--- src/sv/sdsc_pkg.sv ---
// shared types, codes and helper functions of the sd spi command engine
`timescale 1ns / 1ps

package sdsc_pkg;

  // item modes
  localparam logic MODE_START = 1'b0;
  localparam logic MODE_RX    = 1'b1;

  // response kinds
  localparam logic [2:0] KIND_R1      = 3'd0;
  localparam logic [2:0] KIND_R1B     = 3'd1;
  localparam logic [2:0] KIND_R2      = 3'd2;
  localparam logic [2:0] KIND_R3      = 3'd3;
  localparam logic [2:0] KIND_R7      = 3'd4;
  localparam logic [2:0] KIND_UNKNOWN = 3'd5;

  // completion status codes
  localparam logic STATUS_DONE    = 1'b0;
  localparam logic STATUS_TIMEOUT = 1'b1;

  // configuration register indexes
  localparam logic REG_RESP_WAIT = 1'b0;
  localparam logic REG_BUSY_WAIT = 1'b1;

  // register reset values
  localparam logic [15:0] RESP_WAIT_RESET = 16'hffff;
  localparam logic [23:0] BUSY_WAIT_RESET = 24'hffffff;

  // frame constants
  localparam logic [7:0] DUMMY_BYTE    = 8'hff;
  localparam logic [1:0] CMD_START_BITS = 2'b01;
  localparam logic [6:0] CRC7_POLY     = 7'h09;
  localparam logic [2:0] FRAME_TAIL    = 3'd6;

  typedef enum logic [3:0] {
    PH_IDLE    = 4'b0001,
    PH_WAIT    = 4'b0010,
    PH_COLLECT = 4'b0100,
    PH_BUSY    = 4'b1000
  } phase_t;

  typedef struct packed {
    logic        mode;
    logic [5:0]  cmd_index;
    logic        is_app;
    logic [31:0] argument;
    logic [7:0]  rx_byte;
  } in_item_t;

  typedef struct packed {
    logic        is_frame;
    logic [7:0]  tx_byte;
    logic        status;
    logic [14:0] error_bits;
    logic [31:0] reg_word;
    logic [2:0]  response_kind;
    logic        last;
  } out_item_t;

  // request from the engine to the emitter
  typedef struct packed {
    logic        load;
    logic        is_frame;
    logic [39:0] frame_bytes;
    out_item_t   report;
  } emit_req_t;

  // one byte of crc7, msb first
  function automatic logic [6:0] crc7_update(input logic [6:0] crc_in, input logic [7:0] data);
    logic [6:0] crc;
    logic       fb;
    crc = crc_in;
    for (int i = 7; i >= 0; i--) begin
      fb  = crc[6] ^ data[i];
      crc = {crc[5:0], 1'b0};
      if (fb) begin
        crc = crc ^ CRC7_POLY;
      end
    end
    return crc;
  endfunction

  // a frame transfer
  function automatic out_item_t frame_item(input logic [7:0] tx, input logic is_last);
    out_item_t o;
    o               = '0;
    o.is_frame      = 1'b1;
    o.tx_byte       = tx;
    o.last          = is_last;
    return o;
  endfunction

  // standard command response kinds
  function automatic logic [2:0] cmd_kind(input logic [5:0] c);
    logic [2:0] k;
    case (c) inside
      6'd0, 6'd1, 6'd6, 6'd9, 6'd10, 6'd16, 6'd17, 6'd18, 6'd24, 6'd25, 6'd27,
      6'd30, 6'd32, 6'd33, 6'd42, 6'd55, 6'd56, 6'd59: k = KIND_R1;
      6'd12, 6'd28, 6'd29, 6'd38:                      k = KIND_R1B;
      6'd13:                                           k = KIND_R2;
      6'd58:                                           k = KIND_R3;
      6'd8:                                            k = KIND_R7;
      default:                                         k = KIND_UNKNOWN;
    endcase
    return k;
  endfunction

  // application command response kinds
  function automatic logic [2:0] acmd_kind(input logic [5:0] c);
    logic [2:0] k;
    case (c) inside
      6'd22, 6'd23, 6'd41, 6'd42, 6'd51: k = KIND_R1;
      6'd13:                             k = KIND_R2;
      default:                           k = KIND_UNKNOWN;
    endcase
    return k;
  endfunction

  // response bytes collected for each kind
  function automatic logic [2:0] kind_length(input logic [2:0] k);
    logic [2:0] n;
    case (k)
      KIND_R1, KIND_R1B: n = 3'd1;
      KIND_R2:           n = 3'd2;
      KIND_R3, KIND_R7:  n = 3'd5;
      default:           n = 3'd0;
    endcase
    return n;
  endfunction

endpackage

--- src/sv/sdsc_cfg.sv ---
// configuration registers behind the apb-style port
`timescale 1ns / 1ps

module sdsc_cfg (
  input  logic        clk,
  input  logic        rst_n,
  input  logic        cfg_psel,
  input  logic        cfg_penable,
  input  logic        cfg_pwrite,
  input  logic [2:0]  cfg_paddr,
  input  logic [31:0] cfg_pwdata,
  output logic [31:0] cfg_prdata,
  output logic        cfg_pready,
  output logic [15:0] resp_limit,
  output logic [23:0] busy_limit
);

  logic [15:0] resp_limit_r;
  logic [23:0] busy_limit_r;
  logic        wr_en;
  logic        reg_idx;

  assign cfg_pready = 1'b1;
  assign wr_en      = cfg_psel & cfg_penable & cfg_pwrite & cfg_pready;
  assign reg_idx    = cfg_paddr[2];

  // register writes
  always_ff @(posedge clk) begin
    if (!rst_n) begin
      resp_limit_r <= sdsc_pkg::RESP_WAIT_RESET;
      busy_limit_r <= sdsc_pkg::BUSY_WAIT_RESET;
    end else if (wr_en) begin
      case (reg_idx)
        sdsc_pkg::REG_RESP_WAIT: resp_limit_r <= cfg_pwdata[15:0];
        sdsc_pkg::REG_BUSY_WAIT: busy_limit_r <= cfg_pwdata[23:0];
        default: ;
      endcase
    end
  end

  // read back
  always_comb begin
    case (reg_idx)
      sdsc_pkg::REG_RESP_WAIT: cfg_prdata = {16'd0, resp_limit_r};
      sdsc_pkg::REG_BUSY_WAIT: cfg_prdata = {8'd0, busy_limit_r};
      default:                 cfg_prdata = '0;
    endcase
  end

  assign resp_limit = resp_limit_r;
  assign busy_limit = busy_limit_r;

endmodule

--- src/sv/sdsc_engine.sv ---
// command phase logic: framing requests, response wait, collect and busy wait
`timescale 1ns / 1ps

module sdsc_engine (
  input  logic               clk,
  input  logic               rst_n,
  input  logic               fire,
  input  sdsc_pkg::in_item_t item,
  input  logic [15:0]        resp_limit,
  input  logic [23:0]        busy_limit,
  output sdsc_pkg::emit_req_t req
);

  sdsc_pkg::phase_t phase_r, phase_nxt;
  logic [2:0]  kind_r, kind_nxt;
  logic [23:0] wait_count_r, wait_count_nxt;
  logic [2:0]  byte_index_r, byte_index_nxt;
  logic [7:0]  store_r [5];

  logic        st_we;
  logic [24:0] wait_inc;
  logic [23:0] busy_base;
  logic [24:0] busy_inc;
  logic        produce;
  logic        is_frame;
  logic        do_finish;
  logic        do_timeout;
  logic        busy_path;
  logic [7:0]  r1;
  logic [7:0]  r2;
  logic [31:0] rw;
  sdsc_pkg::out_item_t report;

  assign wait_inc  = {1'b0, wait_count_r} + 25'd1;
  assign busy_base = (phase_r == sdsc_pkg::PH_COLLECT) ? 24'd0 : wait_count_r;
  assign busy_inc  = {1'b0, busy_base} + 25'd1;

  // next state and result selection
  always_comb begin
    phase_nxt      = phase_r;
    kind_nxt       = kind_r;
    wait_count_nxt = wait_count_r;
    byte_index_nxt = byte_index_r;
    st_we          = 1'b0;
    is_frame       = 1'b0;
    do_finish      = 1'b0;
    do_timeout     = 1'b0;
    busy_path      = 1'b0;
    if (item.mode == sdsc_pkg::MODE_START) begin
      is_frame       = 1'b1;
      kind_nxt       = item.is_app ? sdsc_pkg::acmd_kind(item.cmd_index)
                                   : sdsc_pkg::cmd_kind(item.cmd_index);
      phase_nxt      = sdsc_pkg::PH_WAIT;
      wait_count_nxt = '0;
      byte_index_nxt = '0;
    end else begin
      case (phase_r)
        sdsc_pkg::PH_WAIT: begin
          if (item.rx_byte[7]) begin
            if (wait_inc >= {9'd0, resp_limit}) begin
              do_timeout = 1'b1;
            end else begin
              wait_count_nxt = wait_inc[23:0];
            end
          end else if (kind_r == sdsc_pkg::KIND_UNKNOWN) begin
            do_finish = 1'b1;
          end else begin
            st_we          = 1'b1;
            byte_index_nxt = 3'd1;
            phase_nxt      = sdsc_pkg::PH_COLLECT;
          end
        end
        sdsc_pkg::PH_COLLECT: begin
          if (byte_index_r < sdsc_pkg::kind_length(kind_r)) begin
            st_we          = 1'b1;
            byte_index_nxt = byte_index_r + 3'd1;
          end else if (kind_r == sdsc_pkg::KIND_R1B) begin
            busy_path = 1'b1;
          end else begin
            do_finish = 1'b1;
          end
        end
        sdsc_pkg::PH_BUSY: busy_path = 1'b1;
        default: ;
      endcase
      // card busy while it returns zero bytes
      if (busy_path) begin
        if (item.rx_byte != 8'd0) begin
          do_finish = 1'b1;
        end else if (busy_inc >= {1'b0, busy_limit}) begin
          do_timeout = 1'b1;
        end else begin
          wait_count_nxt = busy_inc[23:0];
          phase_nxt      = sdsc_pkg::PH_BUSY;
        end
      end
      if (do_finish || do_timeout) begin
        phase_nxt = sdsc_pkg::PH_IDLE;
      end
    end
  end

  // completion report from the collected bytes
  always_comb begin
    r1 = (kind_r <= sdsc_pkg::KIND_R7) ? store_r[0] : 8'd0;
    r2 = (kind_r == sdsc_pkg::KIND_R2) ? store_r[1] : 8'd0;
    rw = (kind_r == sdsc_pkg::KIND_R3 || kind_r == sdsc_pkg::KIND_R7)
         ? {store_r[1], store_r[2], store_r[3], store_r[4]} : 32'd0;
    report               = '0;
    report.is_frame      = 1'b0;
    report.response_kind = kind_r;
    if (do_timeout) begin
      report.status = sdsc_pkg::STATUS_TIMEOUT;
    end else begin
      report.status     = sdsc_pkg::STATUS_DONE;
      report.error_bits = {r1[6:0], r2};
      report.reg_word   = rw;
    end
  end

  assign produce         = is_frame | do_finish | do_timeout;
  assign req.load        = fire & produce;
  assign req.is_frame    = is_frame;
  assign req.frame_bytes = {sdsc_pkg::CMD_START_BITS, item.cmd_index, item.argument};
  assign req.report      = report;

  // control state
  always_ff @(posedge clk) begin
    if (!rst_n) begin
      phase_r      <= sdsc_pkg::PH_IDLE;
      kind_r       <= sdsc_pkg::KIND_R1;
      wait_count_r <= '0;
      byte_index_r <= '0;
    end else if (fire) begin
      phase_r      <= phase_nxt;
      kind_r       <= kind_nxt;
      wait_count_r <= wait_count_nxt;
      byte_index_r <= byte_index_nxt;
    end
  end

  // response byte store
  always_ff @(posedge clk) begin
    if (fire && st_we) begin
      store_r[byte_index_r] <= item.rx_byte;
    end
  end

endmodule

--- src/sv/sdsc_emit.sv ---
// result register: one completion report or a seven-byte frame run with crc7
`timescale 1ns / 1ps

module sdsc_emit (
  input  logic                 clk,
  input  logic                 rst_n,
  input  sdsc_pkg::emit_req_t  req,
  output logic                 ready,
  output logic                 out_valid,
  input  logic                 out_stall,
  output sdsc_pkg::out_item_t  out_data
);

  logic                vld_r, vld_nxt;
  sdsc_pkg::out_item_t res_r, res_nxt;
  logic [39:0]         shift_r, shift_nxt;
  logic [2:0]          rem_r, rem_nxt;
  logic [6:0]          crc_r, crc_nxt;
  logic                out_acc;

  assign out_acc = vld_r & ~out_stall;
  assign ready   = ~vld_r | (out_acc & (rem_r == 3'd0));

  // next transfer
  always_comb begin
    vld_nxt   = vld_r;
    res_nxt   = res_r;
    shift_nxt = shift_r;
    rem_nxt   = rem_r;
    crc_nxt   = crc_r;
    if (req.load) begin
      vld_nxt = 1'b1;
      if (req.is_frame) begin
        res_nxt   = sdsc_pkg::frame_item(sdsc_pkg::DUMMY_BYTE, 1'b0);
        shift_nxt = req.frame_bytes;
        rem_nxt   = sdsc_pkg::FRAME_TAIL;
        crc_nxt   = '0;
      end else begin
        res_nxt = req.report;
        rem_nxt = 3'd0;
      end
    end else if (out_acc) begin
      if (rem_r == 3'd0) begin
        vld_nxt = 1'b0;
      end else if (rem_r == 3'd1) begin
        res_nxt = sdsc_pkg::frame_item({crc_r, 1'b1}, 1'b1);
        rem_nxt = 3'd0;
      end else begin
        // one command byte out, one byte into the crc
        res_nxt   = sdsc_pkg::frame_item(shift_r[39:32], 1'b0);
        crc_nxt   = sdsc_pkg::crc7_update(crc_r, shift_r[39:32]);
        shift_nxt = {shift_r[31:0], 8'd0};
        rem_nxt   = rem_r - 3'd1;
      end
    end
  end

  // control registers
  always_ff @(posedge clk) begin
    if (!rst_n) begin
      vld_r <= 1'b0;
      rem_r <= '0;
    end else begin
      vld_r <= vld_nxt;
      rem_r <= rem_nxt;
    end
  end

  // payload registers
  always_ff @(posedge clk) begin
    res_r   <= res_nxt;
    shift_r <= shift_nxt;
    crc_r   <= crc_nxt;
  end

  assign out_valid = vld_r;
  assign out_data  = res_r;

endmodule

--- src/sv/sd_spi_command_transaction_top.sv ---
// top level of the sd spi mode command engine
//
//   port group  direction  handshake           payload
//   in_         input      in_valid/in_stall    sdsc_pkg::in_item_t
//   out_        output     out_valid/out_stall  sdsc_pkg::out_item_t
//   cfg_        input      apb psel/penable     two limit registers, 32-bit data
//
// an item is registered on transfer and handled by the phase logic; a receive
// item gives at most one report, so receive items flow one per cycle. a start
// item gives a seven-byte frame from the result register, one byte per cycle,
// and the input holds off until its last byte is taken, with the crc7 built one
// byte per cycle. rst_n is synchronous; after reset the engine is idle. out_stall
// holds the result register, pausing both flows, and backs up to in_stall.
`timescale 1ns / 1ps

module sd_spi_command_transaction_top (
  input  logic                clk,
  input  logic                rst_n,
  input  logic                in_valid,
  output logic                in_stall,
  input  sdsc_pkg::in_item_t  in_data,
  output logic                out_valid,
  input  logic                out_stall,
  output sdsc_pkg::out_item_t out_data,
  input  logic                cfg_psel,
  input  logic                cfg_penable,
  input  logic                cfg_pwrite,
  input  logic [2:0]          cfg_paddr,
  input  logic [31:0]         cfg_pwdata,
  output logic [31:0]         cfg_prdata,
  output logic                cfg_pready
);

  sdsc_pkg::in_item_t  item_r;
  logic                item_vld_r, item_vld_nxt;
  logic                emit_ready;
  logic                fire;
  logic                in_acc;
  logic [15:0]         resp_limit;
  logic [23:0]         busy_limit;
  sdsc_pkg::emit_req_t req;

  assign fire     = item_vld_r & emit_ready;
  assign in_stall = item_vld_r & ~emit_ready;
  assign in_acc   = in_valid & ~in_stall;

  assign item_vld_nxt = in_acc | (item_vld_r & ~fire);

  // input register
  always_ff @(posedge clk) begin
    if (!rst_n) begin
      item_vld_r <= 1'b0;
    end else begin
      item_vld_r <= item_vld_nxt;
    end
  end

  always_ff @(posedge clk) begin
    if (in_acc) begin
      item_r <= in_data;
    end
  end

  sdsc_cfg u_cfg (
    .clk         (clk),
    .rst_n       (rst_n),
    .cfg_psel    (cfg_psel),
    .cfg_penable (cfg_penable),
    .cfg_pwrite  (cfg_pwrite),
    .cfg_paddr   (cfg_paddr),
    .cfg_pwdata  (cfg_pwdata),
    .cfg_prdata  (cfg_prdata),
    .cfg_pready  (cfg_pready),
    .resp_limit  (resp_limit),
    .busy_limit  (busy_limit)
  );

  sdsc_engine u_engine (
    .clk        (clk),
    .rst_n      (rst_n),
    .fire       (fire),
    .item       (item_r),
    .resp_limit (resp_limit),
    .busy_limit (busy_limit),
    .req        (req)
  );

  sdsc_emit u_emit (
    .clk       (clk),
    .rst_n     (rst_n),
    .req       (req),
    .ready     (emit_ready),
    .out_valid (out_valid),
    .out_stall (out_stall),
    .out_data  (out_data)
  );

endmodule

--- config.mk ---
export PLATFORM = sky130hd
export DESIGN_NAME = sd_spi_command_transaction_top
export DESIGN_NICKNAME = d
export VERILOG_FILES = /design/src/sv/sdsc_pkg.sv /design/src/sv/sdsc_cfg.sv /design/src/sv/sdsc_engine.sv /design/src/sv/sdsc_emit.sv /design/src/sv/sd_spi_command_transaction_top.sv
export SDC_FILE = /design/constraint.sdc
export NUM_CORES = 1
export LEC_CHECK = 0
export ABC_CLOCK_PERIOD_IN_PS = 8340
export BUFFER_PORTS_ARGS = -buffer_cell sky130_fd_sc_hd__buf_2
export CAP_MARGIN = 25
export CORE_MARGIN = 2
export CORE_UTILIZATION = 50
export CTS_BUF_LIST = sky130_fd_sc_hd__clkbuf_8
export CTS_CLUSTER_DIAMETER = 100
export DETAILED_ROUTE_END_ITERATION = 8
export GPL_ROUTABILITY_DRIVEN = 0
export PLACE_DENSITY = 0.78
export SLEW_MARGIN = 20
export SYNTH_ARGS = -nofsm -noshare
export SYNTH_HDL_FRONTEND = slang
export SYNTH_SLANG_ARGS = --single-unit
--- constraint.sdc ---
create_clock -name clk -period 8.34 [get_ports clk]
set_clock_uncertainty 0.05 [all_clocks]
set_input_delay 0.417 -clock clk [delete_from_list [all_inputs] [get_ports clk]]
set_output_delay 0.417 -clock clk [all_outputs]
set_load 0.01 [all_outputs]
======== After elaboration in Yosys (flattened, before gate mapping) ========
Memories as Yosys holds them, arrays and structs flattened.
Index checks and enable logic that the tools add are counted.
word-level totals
  register bits after elaboration ......... 235
  bits in latches ......................... 0
  memory bits (writable) .................. 40
  bits in read-only memories .............. 0
  input port bits ......................... 90
  output and inout bits ................... 96
  logic and storage cells ................. 259
  memories ................................ 1
memories
  memory            depth  bits a word  read ports  clocked after memory_dff  wr ports  RTL line           source
  u_engine.store_r  5      8            5           0                         1         sdsc_engine.sv:18  logic [7:0] store_r [5];
cells by class
  add/sub/neg operators ................... 4
  multiply operators ...................... 0
  div/mod/pow operators ................... 0
  $lt $le $gt $ge ......................... 4
  equality and inequality tests ........... 44
  shift-type cells ........................ 0
  muxes and demuxes ....................... 126
  bitwise logic cells ..................... 36
  reduce and logical (&&, ||, !) cells .... 21
operators by type and width
  cell                                                  count
  2-to-1 mux 61 bit                                     4
  2-to-1 mux 7 bit                                      34
  2-to-1 mux 40 bit                                     5
  2-to-1 mux 24 bit                                     8
  equality test 6 x 5 -> 1 bit (second input constant)  11
  2-to-1 mux 4 bit                                      16
  one-hot mux 32 bit (2 select lines)                   1
  equality test 6 bit (second input constant)           10
  2-to-1 mux 60 bit                                     1
  2-to-1 mux 3 bit                                      18
  adder 24 x 1 -> 25 bit (second input constant)        2
  2-to-1 mux 47 bit                                     1
  2-to-1 mux 32 bit                                     1
  2-to-1 mux 1 bit                                      31
  equality test 6 x 4 -> 1 bit (second input constant)  5
  greater-or-equal comparator 25 x 16 -> 1 bit          1
  greater-or-equal comparator 25 x 24 -> 1 bit          1
  OR reduction 18 bit                                   1
  inverter 2 bit                                        8
  AND reduction 2 bit                                   5
  bitwise AND 1 bit                                     9
  inequality test 3 bit (second input constant)         3
  one-hot mux 3 bit (3 select lines)                    1
  2-to-1 mux 8 bit                                      1
  30 further kinds                                      57

======== Longest topological paths before layout ========
  depth in word-level cells ............... 58
  mapped depth ............................ 23
  depth with buffers taken out ............ 19

======== Hierarchy ========
Synthesis repeated with hierarchy kept, for this count alone.
unflattened totals
  cells, all modules ...................... 1225
  area, all modules ....................... 14113.5 sq um
by module, submodules not included
  module                          instances  cells an instance  area each (sq um)  sequential area each (sq um)
  sdsc_engine                     1          675                5921.9             1851.8
  sdsc_emit                       1          299                4655.7             3323.2
  sdsc_cfg                        1          198                2040.7             800.8
  sd_spi_command_transaction_top  1          53                 1495.2             1461.4

======== Worst setup path before layout ========
OpenSTA, ideal clock, no wires.
  path type ............................... register -> register
  start point ............................. register u_engine.phase_r[3]
  end point ............................... register u_emit.res_r (netlist bit u_emit.out_data[0]) (enable)
  setup time .............................. 423 ps
  arrival time ............................ 5569 ps
  data required time ...................... 7867 ps
  slack ................................... 2299 ps
  stages on the path, launching flop included .. 24
  buffers on the path ..................... 4
  period minus slack after synthesis ...... 6041 ps
  cell sequence ........................... dfxtp_1 > or4b_1 > clkbuf_1 > clkbuf_1 > and2_1 > ha_1 > and2_1 > clkbuf_1 > nand3_1 > nor2_1 > nand3_1 > xnor2_1 > nor2_1 > ha_1 > nand3_1 > nor2_1 > nand3_1 > o311a_1 > o31ai_1 > nand2_1 > and2_4 > a31oi_4 > clkbuf_1 > or2_1
between the ends
  cells in the longest elaborated chain, start to end .. 13
  elaborated cells on any way between the ends .. 25
  classes of those cells .................. add/sub: 1; order compare: 1; eq/ne: 4; mux: 14; bitwise: 3; reduce/logical: 2
ends and longest elaborated chain
  what                                                                          RTL line                              source
  start: declaration                                                            sdsc_engine.sv:14                     sdsc_pkg::phase_t phase_r, phase_nxt;
  start signal: assignment                                                      sdsc_engine.sv:130                    phase_r <= sdsc_pkg::PH_IDLE;
  start signal: assignment                                                      sdsc_engine.sv:135                    phase_r <= phase_nxt;
  equality test 4 x 3 -> 1 bit                                                  sdsc_engine.sv:35, sdsc_engine.sv:57
  2-to-1 mux 24 bit                                                             sdsc_engine.sv:35                     assign busy_base = (phase_r == sdsc_pkg::PH_COLLECT) ? 24'd0 : wait_count_r;
  adder 24 x 1 -> 25 bit                                                        sdsc_engine.sv:36                     assign busy_inc = {1'b0, busy_base} + 25'd1;
  greater-or-equal comparator 25 x 24 -> 1 bit                                  sdsc_engine.sv:90                     end else if (busy_inc >= {1'b0, busy_limit}) begin
  2-to-1 mux 1 bit                                                              sdsc_engine.sv:90
  2-to-1 mux 1 bit                                                              sdsc_engine.sv:88                     if (item.rx_byte != 8'd0) begin
  2-to-1 mux 1 bit                                                              sdsc_engine.sv:87                     if (busy_path) begin
  2-to-1 mux 1 bit (2 in series)                                                sdsc_engine.sv:49                     if (item.mode == sdsc_pkg::MODE_START) begin
  OR 1 bit *                                                                    sdsc_engine.sv:121                    assign produce = is_frame | do_finish | do_timeout;
  bitwise AND 1 bit *                                                           sdsc_engine.sv:122                    assign req.load = fire & produce;
  inequality test 2 bit (no source line) or nonzero test 2 bit (tied branches)  -
  AND reduction 2 bit (no source line) *                                        -
  end signal: assignment                                                        sdsc_emit.sv:71                       res_r <= res_nxt;
  end: declaration                                                              sdsc_emit.sv:15                       sdsc_pkg::out_item_t res_r, res_nxt;
Every way passes the cells marked *; elsewhere a longest branch is shown, timed or not. The select of a mux whose other input is x is not followed.
A chain may end at the register's enable or synchronous reset.

======== Worst setup path after layout ========
  start point ............................. register u_engine.phase_r[3]
  end point ............................... register u_emit.res_r (netlist bit u_emit.out_data[43]) (data pin)
between the ends
  cells in the longest elaborated chain, start to end .. 12
  elaborated cells on any way between the ends .. 25
  classes of those cells .................. add/sub: 1; order compare: 1; eq/ne: 3; mux: 17; bitwise: 3
ends and longest elaborated chain
  what                                                    RTL line                                source
  equality test 4 x 3 -> 1 bit                            sdsc_engine.sv:35, sdsc_engine.sv:57
  2-to-1 mux 24 bit                                       sdsc_engine.sv:35
  adder 24 x 1 -> 25 bit                                  sdsc_engine.sv:36
  greater-or-equal comparator 25 x 24 -> 1 bit            sdsc_engine.sv:90
  2-to-1 mux 1 bit                                        sdsc_engine.sv:90
  2-to-1 mux 1 bit                                        sdsc_engine.sv:88
  2-to-1 mux 1 bit                                        sdsc_engine.sv:87
  2-to-1 mux 1 bit (2 in series)                          sdsc_engine.sv:49
  2-to-1 mux 47 bit or OR 1 bit (tied branches)           sdsc_engine.sv:112, sdsc_engine.sv:121
  2-to-1 mux 61 bit or bitwise AND 1 bit (tied branches)  sdsc_emit.sv:33, sdsc_engine.sv:122
  2-to-1 mux 61 bit *                                     sdsc_emit.sv:31                         if (req.load) begin
Marks and branches as above.

==> results.ini <==
[clocking]
insertion_delay_ns=0.57
cts_tree=yes
ctsRootBufferMaster=clkbuf_8
cts_setup_buffers=0
cts_buffers=45
cts_sinks=274
cts-htree-levels=2
cts.clk_slew.worst_paths_ns=0.06
cts_buffer_depth=3

[critical_path]
cp_data_arrival_time_ns=6.10
cp.required_ns=8.70
crit_path_max_incr_delay_ns=0.81
path_max_fanout=12
slowest_stage=a31oi_1
reg2reg_slack_ns=2.60
setup.worst_path.start_class=register
crit_path_cell_trace=or4b_1 -> and2_1 -> ha_1 -> and2_1 -> nand3_1 -> nor2_1 -> nand3_1 -> xnor2_1 -> nor2_1 -> ha_1 -> nand3_1 -> nor2_1 -> nand3_1 -> o311a_1 -> o31ai_1 -> nand2_1 -> a31oi_1 -> nor4b_2 -> and2_1
path_class=register to register
worstRegToRegCells=19
crit_family=simple AND/OR/NAND/NOR gates
path_buf_inv=0
crit_top_cell=nand3_1
endpoint_kind=register
r2r-start=u_engine.phase_r[3]
worstReg2RegEnd=u_emit.out_data[43]

[die]
core-area_um2=25250
ios=186
rows=58
die-height_um=164.7
die_w_um=164.7
die_area_um2=27130
initial_core_util=0.5114

[power]
peakVddDrop_uv=156.1
clockPowerShare=0.410
power.net_switching_uw=651.8
p_int_uw=2251
combPwrFrac=0.064
seqPwrFrac=0.526
powerDensity_nw_per_um2=188.5
switching_share=0.2245
p_leak_uw=0.006179

[drt]
viasPerCell=5.330
num_vias=9157
ant_nets=0
wl_mm=27.22
wl_per_cell_um=15.85
drt-pass1-iter-count=6
drt_iter0_markers=597
post-route-drc-count=0

[global_routing]
track_usage=0.2009
grt_pass1_vias=8915
antenna_found_initial=2
grt-ovfl-total=0
grt_max_degree=51
grt_pass1_wl_mm=43.48

[timing]
relSlewSlack=0.3474
fmax_mhz=174.2
rsz0062_at_grt=no
fin_setup_tns_ns=0
slew_viol_final=0
fin_crit_sh=0.6883
fin_crit_ns=5.740
tightest_slew_ns=0.9653
hold_violations=0
setup_viol=0
setup_ws_ns=2.600

[min_path]
hold_class=primary input to register
hold_depth=3
holdPathEnd=u_cfg.busy_limit[22]
hold_path_startpoint=cfg_pwdata[22]

[synthesis]
yosysSeqAreaShare=0.5758
synth_edf_count=195
ys.flop_type=edfxtp_1
synth_area_um2=12920
syn_inst=1137
synth_warnings=0
synth-seq-cells=274
synth-async-reset-ratio=0
syn_avg_cell_area_um2=11.36
yosys.cell_types.count=74

[flow_run]
drv_cap=0

[placement]
pre_cts_slack_ns=2.671
port_buffers=166
hpwl_mm=18.27
placed_cell_area_um2=14000
dp.cells=1586

[run_status]
status=completed

[layout]
syn2layout_area_growth_pct=19.26
fin_nets=1490
fillCellCount=2021
postLayoutCellArea_um2=15400
drive_gt1_frac=0.2100
layout_common_cells=195 x edfxtp_1, 168 x buf_2, 120 x nand2_1
final_common_cell=edfxtp_1
final_core_util=0.6099
finalNonFillerCells=1718

[synth_stat cells, types with 12 or more instances]
| master | instances | area share |
|---|---|---|
| nor3_1 | 21 | 0.0081 |
| clkbuf_1 | 45 | 0.013 |
| inv_1 | 55 | 0.016 |
| mux2_4 | 29 | 0.034 |
| nor2_1 | 88 | 0.026 |
| a21oi_1 | 30 | 0.012 |
| ha_1 | 48 | 0.046 |
| nand3_1 | 31 | 0.012 |
| and2_1 | 70 | 0.034 |
| xor2_1 | 15 | 0.010 |
| dfxtp_1 | 79 | 0.12 |
| edfxtp_1 | 195 | 0.45 |
| o211ai_1 | 42 | 0.024 |
| nand2_1 | 120 | 0.035 |
| o21ai_0 | 61 | 0.024 |
| nand4_1 | 12 | 0.0058 |
| xnor2_1 | 31 | 0.021 |
[through the flow]
step,total power (uW),hold WS [ns]
floorplan,1661,0.4137
global placement,1716,0.4301
detailed placement,1723,0.4403
CTS,2926,0.01595
global route,3015,0.04270
finish,2903,0.04456
[worst reg2reg max path, stage by stage, from the launching register on]
cell	delay (ns)
dfxtp_1	0.36
or4b_1	0.66
and2_1	0.24
ha_1	0.22
and2_1	0.26
nand3_1	0.25
nor2_1	0.10
nand3_1	0.10
xnor2_1	0.12
nor2_1	0.07
ha_1	0.30
nand3_1	0.11
nor2_1	0.13
nand3_1	0.15
o311a_1	0.40
o31ai_1	0.12
nand2_1	0.16
a31oi_1	0.81
nor4b_2	0.74
and2_1	0.24
[cells by family after synthesis]
group	share of synthesized area
flops	0.5758
mux	0.04747
buf+inv	0.04156
simple gates	0.1516
xor+xnor	0.03119
fa+ha+maj	0.04650
other cells	0.0005814
compound gates	0.1053
[worst max-delay path by stage]
stage	from	end	slack, ns	depth (start not counted)
after global placement	u_engine.phase_r[3]	u_emit.out_data[13]	2.76	20
after global routing	u_engine.wait_count_r[6]	u_emit.out_data[43]	2.22	17
after CTS	u_engine.phase_r[3]	u_emit.out_data[10]	2.61	20
final	u_engine.phase_r[3]	u_emit.out_data[43]	2.60	19
after floorplan	u_engine.phase_r[3]	u_emit.out_data[0]	2.30	23
after detailed placement	u_engine.phase_r[3]	u_emit.out_data[18]	2.67	20
[power groups by stage]
stage / clock (uW) / combinational, uW / sequential [uW]
after floorplan: 0 / 107 / 1550
after global placement: 0 / 163 / 1550
after detailed placement: 0 / 167 / 1560
after CTS: 1210 / 186 / 1530
after global routing: 1280 / 206 / 1530
final: 1190 / 186 / 1530
[layer usage]
layer,wire [um],vias up,global-route usage
met2,13740,304,0.3541
met3,1597,50,0.03993
met5,0,-,0
met1,11290,4299,0.2469
li1,-,4504,-
met4,590,0,0.06838
[cell type report]
| type | count | area [um^2] | area share |
|---|---|---|---|
| Antenna cell | 2 | 5.005 | 0.0003249 |
| Clock buffer | 45 | 619.3 | 0.04021 |
| Clock inverter | 36 | 292.8 | 0.01901 |
| Inverter | 58 | 217.7 | 0.01413 |
| Multi-Input combinational cell | 745 | 5007 | 0.3251 |
| Sequential cell | 274 | 7437 | 0.4828 |
| Tap cell | 330 | 412.9 | 0.02681 |
| Timing Repair Buffer | 228 | 1411 | 0.09163 |
[flip-flops by register name, summed over array words and instances (netlist names)]
| signal | flops |
|---|---|
| item_r | 48 |
| u_emit.rem_r | 3 |
| u_engine.store_r | 39 |
| u_engine.byte_index_r | 3 |
| item_vld_r | 1 |
| u_emit.out_valid | 1 |
| u_engine.kind_r | 3 |
| u_engine.wait_count_r | 24 |
| u_emit.shift_r | 40 |
| u_emit.crc_r | 7 |
| u_cfg.busy_limit | 24 |
| u_cfg.resp_limit | 16 |
| u_engine.phase_r | 4 |
| u_emit.out_data | 61 |
[what timing repair did]
action,4_1_cts,5_1_grt
hold endpoints to repair,48,0
gates resized for setup,0,0
hold buffers,48,0
Note: power is estimated with default switching activity, not from simulation.
